===== src/rtl/ipv4hc_pkg.sv =====
`default_nettype none
package ipv4hc_pkg;

	typedef enum logic [2:0] {
		VERDICT_ACCEPT   = 3'd0,
		VERDICT_VERSION  = 3'd1,
		VERDICT_LENGTH   = 3'd2,
		VERDICT_TTL_ZERO = 3'd3,
		VERDICT_DEST     = 3'd4,
		VERDICT_CHECKSUM = 3'd5
	} verdict_t;

	localparam logic [3:0]  IP_VERSION     = 4'd4;
	localparam logic [3:0]  MIN_IHL        = 4'd5;
	localparam logic [5:0]  TTL_POS        = 6'd8;
	localparam logic [5:0]  DEST_FIRST_POS = 6'd16;
	localparam logic [5:0]  DEST_LAST_POS  = 6'd19;
	localparam logic [7:0]  BCAST_BYTE     = 8'hff;
	localparam logic [15:0] SUM_GOOD       = 16'hffff;

	typedef struct packed {
		logic [7:0] data_byte;
		logic       first_byte;
	} in_item_t;

	typedef struct packed {
		verdict_t   verdict;
		logic [5:0] header_bytes;
	} out_item_t;

	// per-byte outcome from the core
	typedef struct packed {
		logic      produce;
		out_item_t item;
	} core_res_t;

endpackage
`default_nettype wire


===== src/rtl/ipv4hc_core.sv =====
`default_nettype none
module ipv4hc_core (
	input  wire                   clk,
	input  wire                   arst_n,
	input  wire ipv4hc_pkg::in_item_t item,
	input  wire                   fire,
	input  wire            [31:0] local_address,
	output ipv4hc_pkg::core_res_t res
);
	import ipv4hc_pkg::*;

	logic [5:0]  byte_position_q, byte_position_nxt;
	logic [3:0]  header_words_q, header_words_nxt;
	logic [15:0] running_sum_q, running_sum_nxt;
	logic [7:0]  pending_high_byte_q, pending_high_byte_nxt;
	logic        ttl_zero_seen_q, ttl_zero_seen_nxt;
	logic        not_local_seen_q, not_local_seen_nxt;
	logic        not_broadcast_seen_q, not_broadcast_seen_nxt;
	logic        waiting_for_start_q, waiting_for_start_nxt;

	logic [3:0]  ver;
	logic [3:0]  ihl;
	logic [5:0]  last_pos;
	logic [16:0] sum_wide;
	logic [15:0] sum_fold;
	logic [7:0]  local_byte;

	always_comb begin
		ver        = item.data_byte[7:4];
		ihl        = item.data_byte[3:0];
		last_pos   = {header_words_q, 2'b00} - 6'd1;
		sum_wide   = {1'b0, running_sum_q} + {1'b0, pending_high_byte_q, item.data_byte};
		// end-around carry
		sum_fold   = sum_wide[15:0] + {15'd0, sum_wide[16]};
		unique case (byte_position_q[1:0])
			2'd0:    local_byte = local_address[31:24];
			2'd1:    local_byte = local_address[23:16];
			2'd2:    local_byte = local_address[15:8];
			default: local_byte = local_address[7:0];
		endcase

		byte_position_nxt      = byte_position_q;
		header_words_nxt       = header_words_q;
		running_sum_nxt        = running_sum_q;
		pending_high_byte_nxt  = pending_high_byte_q;
		ttl_zero_seen_nxt      = ttl_zero_seen_q;
		not_local_seen_nxt     = not_local_seen_q;
		not_broadcast_seen_nxt = not_broadcast_seen_q;
		waiting_for_start_nxt  = waiting_for_start_q;
		res                    = '0;

		if (item.first_byte) begin
			if (ver != IP_VERSION) begin
				res.produce           = 1'b1;
				res.item.verdict      = VERDICT_VERSION;
				res.item.header_bytes = (ihl >= MIN_IHL) ? {ihl, 2'b00} : 6'd0;
				waiting_for_start_nxt = 1'b1;
			end else if (ihl < MIN_IHL) begin
				res.produce           = 1'b1;
				res.item.verdict      = VERDICT_LENGTH;
				res.item.header_bytes = 6'd0;
				waiting_for_start_nxt = 1'b1;
			end else begin
				header_words_nxt       = ihl;
				running_sum_nxt        = '0;
				pending_high_byte_nxt  = item.data_byte;
				ttl_zero_seen_nxt      = 1'b0;
				not_local_seen_nxt     = 1'b0;
				not_broadcast_seen_nxt = 1'b0;
				byte_position_nxt      = 6'd1;
				waiting_for_start_nxt  = 1'b0;
			end
		end else if (!waiting_for_start_q) begin
			if (!byte_position_q[0])
				pending_high_byte_nxt = item.data_byte;
			else
				running_sum_nxt = sum_fold;

			if (byte_position_q == TTL_POS && item.data_byte == 8'd0)
				ttl_zero_seen_nxt = 1'b1;

			if (byte_position_q >= DEST_FIRST_POS && byte_position_q <= DEST_LAST_POS) begin
				if (item.data_byte != local_byte)
					not_local_seen_nxt = 1'b1;
				if (item.data_byte != BCAST_BYTE)
					not_broadcast_seen_nxt = 1'b1;
			end

			if (byte_position_q >= last_pos) begin
				res.produce           = 1'b1;
				res.item.header_bytes = {header_words_q, 2'b00};
				waiting_for_start_nxt = 1'b1;
				priority if (ttl_zero_seen_nxt)
					res.item.verdict = VERDICT_TTL_ZERO;
				else if (not_local_seen_nxt && not_broadcast_seen_nxt)
					res.item.verdict = VERDICT_DEST;
				else if (running_sum_nxt != SUM_GOOD)
					res.item.verdict = VERDICT_CHECKSUM;
				else
					res.item.verdict = VERDICT_ACCEPT;
			end else begin
				byte_position_nxt = byte_position_q + 6'd1;
			end
		end
	end

	always_ff @(posedge clk or negedge arst_n) begin
		if (!arst_n) begin
			byte_position_q      <= '0;
			header_words_q       <= '0;
			running_sum_q        <= '0;
			pending_high_byte_q  <= '0;
			ttl_zero_seen_q      <= 1'b0;
			not_local_seen_q     <= 1'b0;
			not_broadcast_seen_q <= 1'b0;
			waiting_for_start_q  <= 1'b1;
		end else if (fire) begin
			byte_position_q      <= byte_position_nxt;
			header_words_q       <= header_words_nxt;
			running_sum_q        <= running_sum_nxt;
			pending_high_byte_q  <= pending_high_byte_nxt;
			ttl_zero_seen_q      <= ttl_zero_seen_nxt;
			not_local_seen_q     <= not_local_seen_nxt;
			not_broadcast_seen_q <= not_broadcast_seen_nxt;
			waiting_for_start_q  <= waiting_for_start_nxt;
		end
	end

endmodule
`default_nettype wire


===== config.mk =====
export PLATFORM = sky130hd
export DESIGN_NAME = ipv4hc_core
export DESIGN_NICKNAME = d
export VERILOG_FILES = /design/src/rtl/ipv4hc_pkg.sv /design/src/rtl/ipv4hc_core.sv
export SDC_FILE = /design/constraint.sdc
export NUM_CORES = 1
export LEC_CHECK = 0
export BUFFER_PORTS_ARGS = -buffer_cell sky130_fd_sc_hd__buf_2
export CORE_ASPECT_RATIO = 0.6
export CORE_MARGIN = 10
export CORE_UTILIZATION = 50
export CTS_BUF_LIST = sky130_fd_sc_hd__clkbuf_16
export CTS_CLUSTER_SIZE = 24
export DETAILED_ROUTE_END_ITERATION = 16
export GPL_TIMING_DRIVEN = 0
export MAX_ROUTING_LAYER = met4
export PLACE_DENSITY_LB_ADDON = 0.2
export REMOVE_ABC_BUFFERS = 1
export SYNTH_ARGS = -nofsm -noshare
export SYNTH_HDL_FRONTEND = slang
export SYNTH_SLANG_ARGS = --single-unit

===== constraint.sdc =====
create_clock -name clk -period 4.1 [get_ports clk]
set_input_delay 0 -clock clk [delete_from_list [all_inputs] [get_ports clk]]
set_output_delay 0 -clock clk [all_outputs]
set_load 0.1 [all_outputs]

==> results.toml <==
[power]
power.share.combinational_pct = 60.7
net_switching_fraction_of_the_power_pct = 46.6
power_density_mw_per_mm2 = 553
static-leakage-power_nw = 2.00
clock_power_share_pct = 15.5
power.net_switching_w = 0.00113
p_int_w = 0.00129
peakVddDrop_uv = 293
totalPowerFinal_w = 0.00242
p_seq_share_pct = 23.8

[detailed_routing]
drcViolationCount = 0
viasPerCell = 6.12
detail_route_antenna_nets = 0
detail_route.wirelength_mm = 10.8
firstDrtPassIters = 5
routedWlPerCell_um = 18.9
drt_initial_violations = 418
vias = 3504

[setup_path]
worst_r2r_path_depth = 23
setup.worst_path.class = "reg2out"
cp-end-kind = "output pin"
crit_fanout = 4
critical_path_required_ps = 4100
worstReg2RegStart = "running_sum_q[0]$_DFFE_PN0P_"
crit_start = "running_sum_q[0]$_DFFE_PN0P_"
setup.worst_path.end = "res[8]"
critical_path_launch_point_type = "flip-flop"
worst-endpoint-arrival_ps = 5050
setup_slack_on_the_worst_flop_to_flop_path_ps = -170
critical_path.reg2reg.endpoint = "running_sum_q[15]$_DFFE_PN0P_"

[finish]
n_fill_cell = 589
postLayoutCellArea_mm2 = 0.00437
n_antenna_cell = 0
nets = 557
share_of_post_route_cells_with_drive_strength_above_1_pct = 26.1
area_growth_pct = 20.1

[floorplanning]
design.die.area_mm2 = 0.0112
floorplan.initialDensity_pct = 52.9
die_h_um = 86.1
io_pins = 54
fp.coreArea_mm2 = 0.00688
die_x_um = 130
placementRows = 23

[yosys]
yosysMostFrequentCell = "sky130_fd_sc_hd__nand2_1"
synth.yosys.warnings = 0
dominantRegCellSynth = "sky130_fd_sc_hd__dfrtp_1"
yosysSeqAreaShare_pct = 26.2
synth_cell_count_leaders = "48 x sky130_fd_sc_hd__nand2_1, 37 x sky130_fd_sc_hd__dfrtp_1, 33 x sky130_fd_sc_hd__nor2_1"
synthDistinctLibCells = 78
synthDominantCellAreaShare_pct = 25.5
synth_cells = 429
post_synth_instance_area_mm2 = 0.00364
ys_async_sr_fraction_pct = 100
biggest_area_contributors_in_the_synthesized_netlist = "sky130_fd_sc_hd__dfrtp_1 25%, sky130_fd_sc_hd__ha_1 9.3%, sky130_fd_sc_hd__nand2_1 5.0%"
library_cell_with_the_largest_summed_area_after_synthesis = "sky130_fd_sc_hd__dfrtp_1"
synth_seq_cells = 38
synth_enable_flop_cells = 0
postSynthAreaPerCell_um2 = 8.48

[worst_hold_path]
holdCritPathClass = "in2reg"

[placement]
gp_congestion = 0.886
port-buffer-count = 51
placedInstanceArea_mm2 = 0.00392
dpl.hpwl_mm = 8.18

[timing]
setup_repair_after_global_routing_missed_its_margin = "true"
final.min_clock_period_ps = 5050
achievable-frequency_ghz = 0.198
worst_max_slew_pin_slew_ps = 1080
postLayoutSetupSlackWorst_ps = -949
timing.final.crit_share_pct = 123
worst_slew_margin_rel_pct = 27.6
slew_violations = 0
final_hold_viol_count = 0
fin_skew_ps = 5.05
fin_worst_hold_slack_ps = 7.50
timing.final.setup_violations = 4

[clocking]
number_of_buffers_created_by_cts = 5
clock_tree.htree_level_count = 2
clkTransAtPathRegs_ps = 60
ctsLongestPathBuffers = 2
cts_tree = "done"
cts.root.buffer_cell = "sky130_fd_sc_hd__clkbuf_16"
tritoncts_sink_count = 38
clk-insertion-delay-late_ps = 290

[global_routing]
via_count_of_the_first_global_routing_pass = 3393
pin_count_of_the_biggest_net_entering_global_routing = 39
grt.overflow.total = 0
grt_pass1_wl_mm = 17.3
grt_antenna_before_repair = 0
grt_usage_pct = 19.5

[status]
failing_checks = "negative setup slack"
outcome = "finished with violations"

[job]
cap_violations = 0
layer usage:
metal  vias to the layer above  wire length [um]  share of wire (%)  global-route usage [%]
met5                         -                 0                  0                       -
met4                         0                55               0.51                    1.93
met3                        11               770                7.1                    4.49
met2                       127              4610                 43                    27.3
met1                      1685              5410                 50                    28.3
li1                       1681                 -                  -                       -
cell families after synthesis:
logic type	Yosys count	share of synthesized area [%]
XOR/XNOR	31	8.40
multiplexers	19	5.51
AND/OR/NAND/NOR	154	21.7
other	1	0.103
buffers and inverters	45	4.99
adder cells (fa/ha/maj)	28	9.84
flip-flops	38	26.2
AO/OA/AOI/OAI	113	23.3
cell type report:
class                   count  area [um^2]  area share [%]
clock inverters             3         12.5           0.287
inverters                  25         93.8            2.15
flip-flops and latches     38          952            21.8
clock buffers               5          125            2.87
repair buffers             68          422            9.66
well taps                  87          109            2.49
multi-input cells         347         2650            60.7
flip-flops by register name (all words and copies together), names as in the netlist:
register,flops
waiting_for_start_q,1
running_sum_q,16
not_local_seen_q,1
header_words_q,4
not_broadcast_seen_q,1
ttl_zero_seen_q,1
byte_position_q,6
pending_high_byte_q,8
cells in the final DEF (no fill, tap or decap), types with 3 or more instances in the layout:
| cell | netlist | routed |
|---|---|---|
| sky130_fd_sc_hd__and3_4 | 2 | 3 |
| sky130_fd_sc_hd__a31oi_1 | 3 | 3 |
| sky130_fd_sc_hd__o21ai_0 | 26 | 19 |
| sky130_fd_sc_hd__or3_1 | 5 | 4 |
| sky130_fd_sc_hd__ha_1 | 27 | 22 |
| sky130_fd_sc_hd__nand4b_1 | 3 | 3 |
| sky130_fd_sc_hd__buf_2 | 4 | 49 |
| sky130_fd_sc_hd__mux2_2 | 8 | 8 |
| sky130_fd_sc_hd__ha_4 | 0 | 3 |
| sky130_fd_sc_hd__buf_6 | 0 | 5 |
| sky130_fd_sc_hd__nand3_1 | 11 | 11 |
| sky130_fd_sc_hd__clkbuf_16 | 0 | 5 |
| sky130_fd_sc_hd__a22o_1 | 7 | 7 |
| sky130_fd_sc_hd__xor2_1 | 11 | 10 |
| sky130_fd_sc_hd__dfrtp_1 | 37 | 37 |
| sky130_fd_sc_hd__mux2i_1 | 11 | 10 |
| sky130_fd_sc_hd__buf_4 | 2 | 12 |
| sky130_fd_sc_hd__a222oi_1 | 8 | 8 |
| sky130_fd_sc_hd__nand4_1 | 11 | 11 |
| sky130_fd_sc_hd__nor3_1 | 9 | 8 |
| sky130_fd_sc_hd__and2_1 | 5 | 5 |
| sky130_fd_sc_hd__a21o_1 | 5 | 5 |
| sky130_fd_sc_hd__xnor2_1 | 17 | 17 |
| sky130_fd_sc_hd__nand2_1 | 48 | 47 |
| sky130_fd_sc_hd__inv_1 | 24 | 24 |
| sky130_fd_sc_hd__nor2b_1 | 5 | 5 |
| sky130_fd_sc_hd__nand2b_1 | 5 | 5 |
| sky130_fd_sc_hd__o21a_1 | 3 | 3 |
| sky130_fd_sc_hd__o211a_1 | 4 | 4 |
| sky130_fd_sc_hd__nor2_1 | 33 | 32 |
| sky130_fd_sc_hd__and3_1 | 4 | 3 |
| sky130_fd_sc_hd__a21oi_1 | 21 | 20 |
| sky130_fd_sc_hd__o21ai_1 | 1 | 7 |
what timing repair did:
action / 4_1_cts / 5_1_grt
buffers inserted: 12 / 4
pin swaps: 17 / 17
hold buffers: 1 / 0
hold endpoints to repair: 37 / 0
cloned: 0 / 0
resized for setup: 39 / 8
setup endpoints to repair: 11 / 11
stage by stage:
stage / TNS, ps / instances / util [%] / setup WS (ps)
2_1_floorplan: -664 / 410 / - / -370
3_3_place_gp: -4140 / 548 / 56.9 / -1240
3_5_place_dp: -4750 / 548 / 56.9 / -1290
4_1_cts: -2440 / 569 / 62.5 / -1050
5_1_grt: -3070 / 573 / 63.5 / -1170
6_report: -2010 / 573 / 63.5 / -949
worst min path at each step:
stage / start / end / slack, ps / cells after the start
after floorplan: arst_n / byte_position_q[0]$_DFFE_PN0P_ / -300 / 0
after global placement: arst_n / header_words_q[0]$_DFFE_PN0P_ / 150 / 1
after detailed placement: arst_n / header_words_q[0]$_DFFE_PN0P_ / 150 / 1
after CTS: fire / waiting_for_start_q$_DFFE_PN1P_ / 3 / 3
after global routing: fire / waiting_for_start_q$_DFFE_PN1P_ / 30 / 3
final: fire / waiting_for_start_q$_DFFE_PN1P_ / 8 / 3
power by group through the flow:
stage	sequential (W)	clock, W	combinational (W)
global placement	0.000573	0	0.00128
floorplan	0.000537	0	0.00106
global route	0.000586	0.000390	0.00163
CTS	0.000569	0.000374	0.00141
finish	0.000574	0.000375	0.00147
detailed placement	0.000576	0	0.00132
critical path, stage by stage, from the launching register on:
cell,delay (ps)
sky130_fd_sc_hd__dfrtp_1,380
sky130_fd_sc_hd__ha_4,150
sky130_fd_sc_hd__inv_2,30
sky130_fd_sc_hd__fa_2,340
sky130_fd_sc_hd__nor2b_2,130
sky130_fd_sc_hd__o2111a_2,250
sky130_fd_sc_hd__o21ai_2,80
sky130_fd_sc_hd__a211o_1,290
sky130_fd_sc_hd__nor2b_1,120
sky130_fd_sc_hd__o21ai_1,70
sky130_fd_sc_hd__nand2b_1,110
sky130_fd_sc_hd__a21oi_2,70
sky130_fd_sc_hd__o21bai_4,200
sky130_fd_sc_hd__ha_4,170
sky130_fd_sc_hd__buf_6,90
sky130_fd_sc_hd__ha_4,140
sky130_fd_sc_hd__nand2_4,60
sky130_fd_sc_hd__nor3_4,210
sky130_fd_sc_hd__o2111ai_4,170
sky130_fd_sc_hd__or3_1,390
sky130_fd_sc_hd__a31o_1,240
sky130_fd_sc_hd__nor4_2,270
sky130_fd_sc_hd__nand4_1,270
sky130_fd_sc_hd__o211a_1,320
sky130_fd_sc_hd__buf_12,170
(Power assumes the default switching activity.)
